===== config.mk =====
export PLATFORM = sky130hd
export DESIGN_NAME = flash_page_interleave_map
export DESIGN_NICKNAME = d
export VERILOG_FILES = /design/src/rtl/fpim_pkg.sv /design/src/rtl/fpim_div_stage.sv /design/src/rtl/flash_page_interleave_map.sv
export SDC_FILE = /design/constraint.sdc
export NUM_CORES = 2
export LEC_CHECK = 0
export ABC_AREA = 1
export BUFFER_PORTS_ARGS = -buffer_cell sky130_fd_sc_hd__buf_2
export CAP_MARGIN = 15
export CORE_MARGIN = 10
export CORE_UTILIZATION = 50
export DETAILED_ROUTE_END_ITERATION = 12
export MAX_ROUTING_LAYER = met4
export PLACE_DENSITY = 0.63
export SETUP_SLACK_MARGIN = 0.3
export SLEW_MARGIN = 40
export SYNTH_ARGS = -nofsm -noshare
export SYNTH_HDL_FRONTEND = slang
export SYNTH_SLANG_ARGS = --single-unit

===== constraint.sdc =====
create_clock -name i_clk -period 21.7 [get_ports i_clk]
set_input_delay 6.51 -clock i_clk [delete_from_list [all_inputs] [get_ports i_clk]]
set_output_delay 6.51 -clock i_clk [all_outputs]
set_load 0.03 [all_outputs]

===== src/rtl/fpim_pkg.sv =====
// Shared types, constants and order table for the flash page interleave map.
`default_nettype none

package fpim_pkg;

    localparam int PAGE_WIDTH_DEF = 40;
    localparam int MAX_CHANNELS   = 16;
    localparam int MAX_CHIPS      = 16;
    localparam int MAX_DIES       = 8;
    localparam int MAX_PLANES     = 8;

    localparam int BITS_PER_STAGE = 8;
    localparam int DIGITS         = 4;
    localparam int CNT_W          = 5;
    localparam int CFG_ADDR_W     = 3;
    localparam int CFG_DATA_W     = 5;
    localparam int ORDER_COUNT    = 24;

    typedef enum logic [1:0] {
        RES_C = 2'd0,
        RES_W = 2'd1,
        RES_D = 2'd2,
        RES_P = 2'd3
    } t_res;

    typedef enum logic [CFG_ADDR_W-1:0] {
        CFG_ORDER_SELECT  = 3'd0,
        CFG_CHANNEL_COUNT = 3'd1,
        CFG_CHIP_COUNT    = 3'd2,
        CFG_DIE_COUNT     = 3'd3,
        CFG_PLANE_COUNT   = 3'd4
    } t_cfg_reg;

    typedef struct packed {
        logic [3:0] channel_index;
        logic [3:0] chip_index;
        logic [2:0] die_index;
        logic [2:0] plane_index;
    } t_result;

    // Each entry lists the resource of positions 3..0, two bits each, position 0 fastest.
    localparam logic [7:0] ORDER_TABLE [ORDER_COUNT] = '{
        8'hE4, 8'hB4, 8'hD8, 8'h78, 8'h9C, 8'h6C,
        8'hE1, 8'hB1, 8'hC9, 8'h39, 8'h8D, 8'h2D,
        8'hD2, 8'h72, 8'hC6, 8'h36, 8'h4E, 8'h1E,
        8'h93, 8'h63, 8'h87, 8'h27, 8'h4B, 8'h1B
    };

    function automatic t_res order_res(input logic [4:0] sel, input logic [1:0] pos);
        logic [4:0] s;
        logic [7:0] entry;
        s     = (int'(sel) < ORDER_COUNT) ? sel : 5'd0;
        entry = ORDER_TABLE[s];
        return t_res'(entry[2*pos +: 2]);
    endfunction

    function automatic logic [CNT_W-1:0] clamp_count(input logic [CNT_W-1:0] v,
                                                     input int maxv);
        if (v == '0) begin
            return CNT_W'(1);
        end
        if (int'(v) > maxv) begin
            return CNT_W'(maxv);
        end
        return v;
    endfunction

endpackage

`default_nettype wire


===== src/rtl/fpim_div_stage.sv =====
// One pipeline stage of a digit division: several restoring steps by a small divisor.
`default_nettype none

module fpim_div_stage
    import fpim_pkg::*;
#(
    parameter int WORD_W = PAGE_WIDTH_DEF,
    parameter int HI     = WORD_W - 1,
    parameter int LO     = 0,
    parameter bit LAST   = 1'b0
) (
    input  wire logic              i_clk,
    input  wire logic              i_rst_n,
    input  wire logic              i_valid,
    output logic                   o_ready,
    input  wire logic [WORD_W-1:0] i_word,
    input  wire logic [CNT_W-1:0]  i_rem,
    input  wire t_result           i_result,
    input  wire logic [CNT_W-1:0]  i_divisor,
    input  wire t_res              i_res,
    output logic                   o_valid,
    input  wire logic              i_ready,
    output logic [WORD_W-1:0]      o_word,
    output logic [CNT_W-1:0]       o_rem,
    output t_result                o_result
);

    logic              r_valid;
    logic [WORD_W-1:0] r_word;
    logic [CNT_W-1:0]  r_rem;
    t_result           r_result;

    logic [WORD_W-1:0] n_word;
    logic [CNT_W-1:0]  n_rem;
    t_result           n_result;

    always_comb begin
        logic [CNT_W-1:0] rem;
        logic [CNT_W:0]   t;
        n_word   = i_word;
        rem      = i_rem;
        n_result = i_result;
        for (int b = HI; b >= LO; b--) begin
            t = {rem, n_word[b]};
            if (t >= {1'b0, i_divisor}) begin
                rem       = CNT_W'(t - {1'b0, i_divisor});
                n_word[b] = 1'b1;
            end else begin
                rem       = t[CNT_W-1:0];
                n_word[b] = 1'b0;
            end
        end
        if (LAST) begin
            n_rem = '0;
            unique case (i_res)
                RES_C: n_result.channel_index = rem[3:0];
                RES_W: n_result.chip_index    = rem[3:0];
                RES_D: n_result.die_index     = rem[2:0];
                RES_P: n_result.plane_index   = rem[2:0];
            endcase
        end else begin
            n_rem = rem;
        end
    end

    assign o_ready = !r_valid || i_ready;

    always_ff @(posedge i_clk) begin
        if (!i_rst_n) begin
            r_valid <= 1'b0;
        end else if (o_ready) begin
            r_valid <= i_valid;
        end
    end

    always_ff @(posedge i_clk) begin
        if (o_ready && i_valid) begin
            r_word   <= n_word;
            r_rem    <= n_rem;
            r_result <= n_result;
        end
    end

    assign o_valid  = r_valid;
    assign o_word   = r_word;
    assign o_rem    = r_rem;
    assign o_result = r_result;

endmodule

`default_nettype wire


===== src/rtl/flash_page_interleave_map.sv =====
// Top level of the flash page interleave map: configuration registers and division pipeline.
//
// A page number is split into channel, chip, die and plane indices as a mixed-radix
// number whose digit order is chosen by order_select, fastest digit first. The block
// takes one item per cycle while its output side takes items: the four digits are extracted
// one after another by restoring division with the configured counts, eight quotient bits per
// pipeline stage. Every stage holds its item while the output is stalled and closes up
// bubbles, so input ready only drops when the whole pipeline is full. Counts of zero act as
// one and counts above the supported maximum saturate; die and plane counts keep only the
// low four bits of the written value. Order codes above 23 act as order 0.
// Configuration is written through a plain write port and must only change while the
// pipeline is empty.
`default_nettype none

module flash_page_interleave_map
    import fpim_pkg::*;
#(
    parameter int PAGE_WIDTH = PAGE_WIDTH_DEF
) (
    input  wire logic                  i_clk,
    input  wire logic                  i_rst_n,
    input  wire logic                  i_cfg_we,
    input  wire logic [CFG_ADDR_W-1:0] i_cfg_addr,
    input  wire logic [CFG_DATA_W-1:0] i_cfg_wdata,
    input  wire logic                  i_valid,
    output logic                       o_ready,
    input  wire logic [PAGE_WIDTH-1:0] i_page_number,
    output logic                       o_valid,
    input  wire logic                  i_ready,
    output logic [3:0]                 o_channel_index,
    output logic [3:0]                 o_chip_index,
    output logic [2:0]                 o_die_index,
    output logic [2:0]                 o_plane_index
);

    localparam int NSTG = (PAGE_WIDTH + BITS_PER_STAGE - 1) / BITS_PER_STAGE;
    localparam int NS   = DIGITS * NSTG;

    logic [4:0] r_order_select;
    logic [4:0] r_channel_count;
    logic [4:0] r_chip_count;
    logic [3:0] r_die_count;
    logic [3:0] r_plane_count;

    always_ff @(posedge i_clk) begin
        if (!i_rst_n) begin
            r_order_select  <= 5'd0;
            r_channel_count <= 5'd1;
            r_chip_count    <= 5'd1;
            r_die_count     <= 4'd1;
            r_plane_count   <= 4'd1;
        end else if (i_cfg_we) begin
            unique case (t_cfg_reg'(i_cfg_addr))
                CFG_ORDER_SELECT:  r_order_select  <= i_cfg_wdata[4:0];
                CFG_CHANNEL_COUNT: r_channel_count <= i_cfg_wdata[4:0];
                CFG_CHIP_COUNT:    r_chip_count    <= i_cfg_wdata[4:0];
                CFG_DIE_COUNT:     r_die_count     <= i_cfg_wdata[3:0];
                CFG_PLANE_COUNT:   r_plane_count   <= i_cfg_wdata[3:0];
                default: ;
            endcase
        end
    end

    t_res             pos_res [DIGITS];
    logic [CNT_W-1:0] pos_div [DIGITS];

    always_comb begin
        for (int k = 0; k < DIGITS; k++) begin
            pos_res[k] = order_res(r_order_select, 2'(k));
            case (pos_res[k])
                RES_C:   pos_div[k] = clamp_count(r_channel_count, MAX_CHANNELS);
                RES_W:   pos_div[k] = clamp_count(r_chip_count, MAX_CHIPS);
                RES_D:   pos_div[k] = clamp_count({1'b0, r_die_count}, MAX_DIES);
                default: pos_div[k] = clamp_count({1'b0, r_plane_count}, MAX_PLANES);
            endcase
        end
    end

    logic                  s_valid  [NS+1];
    logic                  s_ready  [NS+1];
    logic [PAGE_WIDTH-1:0] s_word   [NS+1];
    logic [CNT_W-1:0]      s_rem    [NS+1];
    t_result               s_result [NS+1];

    assign s_valid[0]  = i_valid;
    assign o_ready     = s_ready[0];
    assign s_word[0]   = i_page_number;
    assign s_rem[0]    = '0;
    assign s_result[0] = '0;

    for (genvar k = 0; k < DIGITS; k++) begin : g_digit
        for (genvar j = 0; j < NSTG; j++) begin : g_stage
            localparam int S    = k * NSTG + j;
            localparam int HI_B = PAGE_WIDTH - 1 - j * BITS_PER_STAGE;
            localparam int LO_B = (HI_B >= BITS_PER_STAGE - 1) ?
                                  HI_B - BITS_PER_STAGE + 1 : 0;

            fpim_div_stage #(
                .WORD_W (PAGE_WIDTH),
                .HI     (HI_B),
                .LO     (LO_B),
                .LAST   (j == NSTG - 1)
            ) u_stage (
                .i_clk     (i_clk),
                .i_rst_n   (i_rst_n),
                .i_valid   (s_valid[S]),
                .o_ready   (s_ready[S]),
                .i_word    (s_word[S]),
                .i_rem     (s_rem[S]),
                .i_result  (s_result[S]),
                .i_divisor (pos_div[k]),
                .i_res     (pos_res[k]),
                .o_valid   (s_valid[S+1]),
                .i_ready   (s_ready[S+1]),
                .o_word    (s_word[S+1]),
                .o_rem     (s_rem[S+1]),
                .o_result  (s_result[S+1])
            );
        end
    end

    assign s_ready[NS]     = i_ready;
    assign o_valid         = s_valid[NS];
    assign o_channel_index = s_result[NS].channel_index;
    assign o_chip_index    = s_result[NS].chip_index;
    assign o_die_index     = s_result[NS].die_index;
    assign o_plane_index   = s_result[NS].plane_index;

endmodule

`default_nettype wire


# Word-level counts from Yosys, hierarchy flattened
# Memories as Yosys holds them, arrays and structs flattened.
# Cells that the tools add are included.
# Widths: inputs -> output; s select.
totals:
  ram_bits: 0
  latchBits: 0
  inputBits: 53
  output_inout_bits: 16
  mem_bits_ro: 256
  regBits: 1027
  mem_count: 1
  word_cells: 941
mem_list:
  columns: ["memory", "depth", "width", "rd", "rd_clocked_by_memory_dff", "wr", "line_no", "text"]
  rows:
  - ["(no name shown)", 32, 8, 1, 0, 0, "fpim_pkg.sv:53", "entry = ORDER_TABLE[s];"]
op_classes:
  magnitude_cmp: 166
  n_shift: 0
  addsub: 160
  n_mul: 0
  bitwise: 1
  muxes: 395
  div_mod_pow: 0
  n_reduce_logical: 78
  eq_ne: 16
op_table:
  columns: ["operator", "count"]
  rows:
  - ["$mux 5", 197]
  - ["$ge 6x5->1", 156]
  - ["$sub 5x5->5", 152]
  - ["$mux 1", 176]
  - ["$pmux 5 s3", 4]
  - ["$mux 4", 10]
  - ["$ge 1x5->1", 4]
  - ["$logic_and 1x1->1", 20]
  - ["$logic_not 1->1", 20]
  - ["$logic_or 1x1->1", 20]
  - ["$sub 1x5->5", 4]
  - ["$mux 3", 6]
  - ["$eq 2x2->1 const B", 8]
  - ["$mux 8", 2]
  - ["$sub 4x4->4", 4]
  - ["$reduce_or 3->1", 4]
  - ["$gt 5x5->1 const B", 2]
  - ["$logic_not 5->1", 2]
  - ["$reduce_and 2->1", 5]
  - ["$eq 2x1->1 const B", 4]
  - ["$gt 4x4->1 const B", 2]
  - ["$logic_not 2->1", 4]
  - ["$logic_not 4->1", 2]
  - ["$eq 3x2->1 const B", 2]
  - ["other kinds (6)", 6]

# Longest topological paths before layout
depth:
  ltp_word: 31
  depth_mapped: 99
  mapped_depth_nobuf: 99

# Hierarchy
# From an unflattened synthesis, not the netlist that was laid out.
unflattened:
  cells_unflattened: 9214
  area_unflattened_um2: 84800.1
by_module_without_submodules:
  columns: ["mod", "instances", "seq_area_each_um2", "cells_each", "area_per_inst_um2"]
  rows:
  - ["fpim_div_stage (g_digit[0].g_stage[3].u_stage ...)", 9, 1791.7, 437, 4121.5]
  - ["fpim_div_stage (g_digit[0].g_stage[0].u_stage ...)", 4, 1791.7, 442, 4156.5]
  - ["fpim_div_stage (g_digit[0].g_stage[4].u_stage ...)", 2, 1641.6, 471, 4131.5]
  - ["fpim_div_stage (g_digit[0].g_stage[2].u_stage ...)", 2, 1791.7, 427, 4113.9]
  - ["fpim_div_stage (g_digit[3].g_stage[4].u_stage)", 1, 1641.6, 479, 4174.0]
  - ["fpim_div_stage (g_digit[1].g_stage[4].u_stage)", 1, 1641.6, 465, 4170.2]
  - ["fpim_div_stage (g_digit[1].g_stage[2].u_stage)", 1, 1791.7, 442, 4155.2]
  - ["flash_page_interleave_map", 1, 460.4, 331, 2090.8]

# Least setup slack after synthesis
# No wires, ideal clock.
synth_timing:
  kind: "input to register"
  from: "input i_page_number[39]"
  to: "register g_digit[0].g_stage[0].u_stage.r_rem[0] (data pin)"
  path_buffers: 0
  path_stages: 64
  path_slack_ns: 5.239
  setup_ns: 0.255
  t_required_ns: 21.445
  arrival_ns: 16.205
  path_cell_list: "inv_1 -> ha_1 -> o21ai_0 -> nor2_1 -> nand3_2 -> nand2_1 -> o21ai_0 -> fa_1 -> a221o_1 -> inv_1 -> nor2_1 -> inv_1 -> nand3_2 -> o21ai_0 -> inv_1 -> ha_1 -> a21oi_1 -> o21ai_0 -> (+28 left out) -> nand2_1 -> nand2_1 -> ha_1 -> a21oi_1 -> o21ai_0 -> nand2_1 -> nand2_1 -> inv_1 -> nand3_4 -> nand2_1 -> nand2_1 -> fa_1 -> nand3_1 -> nand2_1 -> o21ai_0 -> nand4_2 -> nand2_1 -> nand2_1"
synth_between:
  elab_chain_len: 16
  elab_cells_between_ends: 23
  cone_classes: "add/sub: 7; order compare: 8; mux: 8"
synth_lines:
  columns: ["item", "line_no", "text"]
  rows:
  - ["from (decl)", "flash_page_interleave_map.sv:27", "input wire logic [PAGE_WIDTH-1:0] i_page_number,"]
  - ["$sub 1x5->5 / $ge 1x5->1 (equally long branches)", "fpim_div_stage.sv:46, fpim_div_stage.sv:45", null]
  - ["$mux 5 (*)", "fpim_div_stage.sv:45", "if (t >= {1'b0, i_divisor}) begin"]
  - ["$sub 5x5->5 / $ge 6x5->1 (equally long branches)", "fpim_div_stage.sv:46, fpim_div_stage.sv:45", null]
  - ["$mux 5 (*)", "fpim_div_stage.sv:45", null]
  - ["$sub 5x5->5 / $ge 6x5->1 (equally long branches)", "fpim_div_stage.sv:46, fpim_div_stage.sv:45", null]
  - ["$mux 5 (*)", "fpim_div_stage.sv:45", null]
  - ["$sub 5x5->5 / $ge 6x5->1 (equally long branches)", "fpim_div_stage.sv:46, fpim_div_stage.sv:45", null]
  - ["$mux 5 (*)", "fpim_div_stage.sv:45", null]
  - ["$sub 5x5->5 / $ge 6x5->1 (equally long branches)", "fpim_div_stage.sv:46, fpim_div_stage.sv:45", null]
  - ["$mux 5 (*)", "fpim_div_stage.sv:45", null]
  - ["$ge 6x5->1 / $sub 5x5->5 (equally long branches)", "fpim_div_stage.sv:45, fpim_div_stage.sv:46", null]
  - ["$mux 5 (*)", "fpim_div_stage.sv:45", null]
  - ["$sub 5x5->5 / $ge 6x5->1 (equally long branches)", "fpim_div_stage.sv:46, fpim_div_stage.sv:45", null]
  - ["$mux 5 (*)", "fpim_div_stage.sv:45", null]
  - ["$ge 6x5->1 (*)", "fpim_div_stage.sv:45", null]
  - ["$mux 5 (*)", "fpim_div_stage.sv:45", null]
  - ["via g_digit[0].g_stage[0].u_stage.n_rem[0]", "fpim_div_stage.sv:34", "logic [CNT_W-1:0] n_rem;"]
  - ["to (signal assigned)", "fpim_div_stage.sv:79", "r_rem <= n_rem;"]
  - ["to (decl)", "fpim_div_stage.sv:30", "logic [CNT_W-1:0] r_rem;"]
# Mark *: on every way through the listed nets, which the timed path passes. The rest lies on a longest branch.
# A chain may end at the register's enable or synchronous reset.

# Final worst setup path
layout_timing:
  from: "input i_ready"
  to: "output o_ready"
layout_between:
  elab_chain_len: 20
layout_lines:
  columns: ["item", "line_no", "text"]
  rows:
  - ["from (decl)", "flash_page_interleave_map.sv:29", "input wire logic i_ready,"]
  - ["$logic_or 1x1->1 (20 in series)", "fpim_div_stage.sv:66", "assign o_ready = !r_valid || i_ready;"]
  - ["to (decl)", "flash_page_interleave_map.sv:26", "output logic o_ready,"]
# Every way passes these cells.

==> run summary <==
DRT Pass-1 Iters -> 6
Post-Route WL -> 142000 um
Setup CP Type -> primary input to primary output
Slowest-stage cell, CP -> nor2_1
min cycle time layout -> 17.86 ns
Placement Cell Area -> 73700 um2
NumNets Final -> 8674
Horiz. Die Dim -> 395 um
Worst-Margin Slew -> 0.803 ns
# setup viols final -> 0
largest net degree at the start of global routing -> 60
post-route insts no fill -> 9638
wire length per cell -> 14.7 um
CP required -> 15.19 ns
RSZ-0062 raised after global routing -> false
synth top area cells -> edfxtp_1 (42%), ha_1 (14%), nand2_1 (8.5%)
synthesized area -> 70500 um2
Detail Route Antenna Nets -> 0
Clock Pin Slew Worst Setup and Hold Paths -> 0.06 ns
Synth cell types -> 68
leading area contributor after synthesis -> edfxtp_1
post-CTS setup buffer count -> 0
Max-Cap Viols -> 0
Post-CTS Hold Buffers -> 0
core footprint -> 140000 um2
crit path launch type -> primary input
FF+latch count, synth -> 1027
fin area -> 77500 um2
Post-Syn Area per Cell -> 9.47 um2
final worst slack -> 3.84 ns
Port Buffers -> 68
DRC Markers -> 0
post-placement cell count -> 9431
Die Span Y -> 395 um
layout cell share with drive strength beyond 1 -> 7.99%
hpwl dp -> 107000 um
Commonest cells post-synth -> nand2_1 (1601), edfxtp_1 (984), inv_1 (961), ha_1 (798), o21ai_0 (564)
RePlAce Congestion -> 0.889
Synth Warn # -> 0
max frequency -> 0.0560 GHz
CTS max path bufs -> 3
# clock sinks -> 1027
Worst Path Arrival -> 11.35 ns
most common flop cell mapped by yosys -> edfxtp_1
CP Launch Point -> i_ready
1st-iter DRT viols -> 2534
TritonCTS clock tree -> built
later-pin clock latency in the skew report -> 0.73 ns
total CTS buffers -> 109
Synth Instances -> 7443
via/cell ratio -> 5.25
Inserted Diodes -> 0
CP endpoint kind -> primary output
fillers -> 12400
Hold Startpoint -> g_digit[1].g_stage[1].u_stage.o_word[6]$_DFFE_PP_
clock root buffer -> clkbuf_16
Post-synth EDFFs -> 984
PostCTS Resize Cnt -> 0
number of global-route vias before repair -> 49500
crit-path max FO -> 3
first-pass GRT wire length -> 239000 um
FF-to-FF Start -> r_order_select[4]$_SDFFE_PN0P_
die area -> 156000 um2
antenna violations before repair -> 0
crit-path max cell delay -> 0.31 ns
register area share after synthesis -> 43.2%
crit-path most repeated cell -> nor2_1
sequential cell area -> 30400 um2
Hold WC Path Type -> register to register
I/O pin count -> 69
Total GRT Usage -> 18.5%
Synth async-reset ratio -> 0%
Slew headroom -> 46.5%
clk_skew -> 0.0373 ns
dpl ws -> 3.68 ns
share of Yosys cell area claimed by the top area cell type -> 41.9%
final period utilization -> 82.3%
count leader, synth -> nand2_1
syn_nets -> 8450
Initial Util -> 50.4%
multi-input logic area -> 36400 um2
area delta synth->final -> 10.0%
Final Hold Vio Count -> 0
outcome -> finished, final reports clean
# H-tree levels -> 3
Slew Limit Fails -> 0
site row count -> 137
setup TNS -> 0 ns
total grt overflow -> 0
DR vias -> 50600
==> flip-flops by register name, indices dropped and copies added, names as in the netlist <==
| register | flops |
|---|---|
| r_chip_count | 5 |
| r_plane_count | 4 |
| g_digit.g_stage.u_stage.o_valid | 20 |
| r_channel_count | 5 |
| r_order_select | 5 |
| g_digit.g_stage.u_stage.o_rem | 80 |
| r_die_count | 4 |
| g_digit.g_stage.u_stage.o_word | 680 |
| g_digit.g_stage.u_stage.o_result | 224 |
==> placed cells by master, fill, tap and decap left out, types with 156 or more instances in the layout <==
master,Yosys,routed
o21ai_0,564,562
xnor2_1,179,179
nand3_1,454,454
ha_1,798,798
fa_1,156,156
nand2_1,1601,1599
a21oi_1,456,453
xor2_1,227,227
nor2_1,335,325
inv_1,961,944
edfxtp_1,984,984
==> cell type report <==
type / instances / area share, %
Sequential cell: 1027 / 39.2
Timing Repair Buffer: 129 / 1.07
Tap cell: 1876 / 3.03
Clock buffer: 125 / 3.60
Inverter: 990 / 4.80
Multi-Input combinational cell: 5410 / 47.0
Clock inverter: 81 / 1.31
==> worst max-delay path, delay by kind of cell <==
family                 cells  cell delay (ns)
buffers and inverters     14             1.28
AND/OR/NAND/NOR           20             3.55
==> worst paths after layout <==
path	slack, ns	depth (start not counted)	end
worst min register to register	0.40	0	g_digit[1].g_stage[2].u_stage.o_word[6]$_DFFE_PP_
worst max register to register	5.19	91	g_digit[3].g_stage[4].u_stage.o_result[3]$_DFFE_PP_
worst max-delay path	3.84	34	o_ready
worst min-delay path	0.40	0	g_digit[1].g_stage[2].u_stage.o_word[6]$_DFFE_PP_
==> routing by layer <==
metal,vias to the layer above,track usage (%),part of all wire [%]
met2,854,31.1,48
li1,26000,-,-
met1,23500,23.4,46
met4,0,4.59,2.2
met3,238,2.60,4.0
met5,-,-,0
==> metrics by stage <==
step	hold slack (ns)	util [%]
6_report	0.399	55.5
5_1_grt	0.391	55.5
4_1_cts	0.394	55.5
3_5_place_dp	0.405	52.7
3_3_place_gp	0.400	52.7
2_1_floorplan	0.400	-
==> cell families (layout without fill, tap and decap cells) <==
kind of cell	after synthesis	after routing	share of synthesized area, %
and+or+nand+nor	2778	2778	17.7
AOI/OAI and AO/OA	1259	1259	9.88
DFF	1027	1027	43.2
buffers and inverters	1006	1325	5.42
adders and majority gates	954	954	18.6
xor gates and xnor gates	406	406	5.05
muxes	13	13	0.201
Power is not shown: default switching activity piles up to over one toggle a cycle in this logic, so the estimate is an artifact.
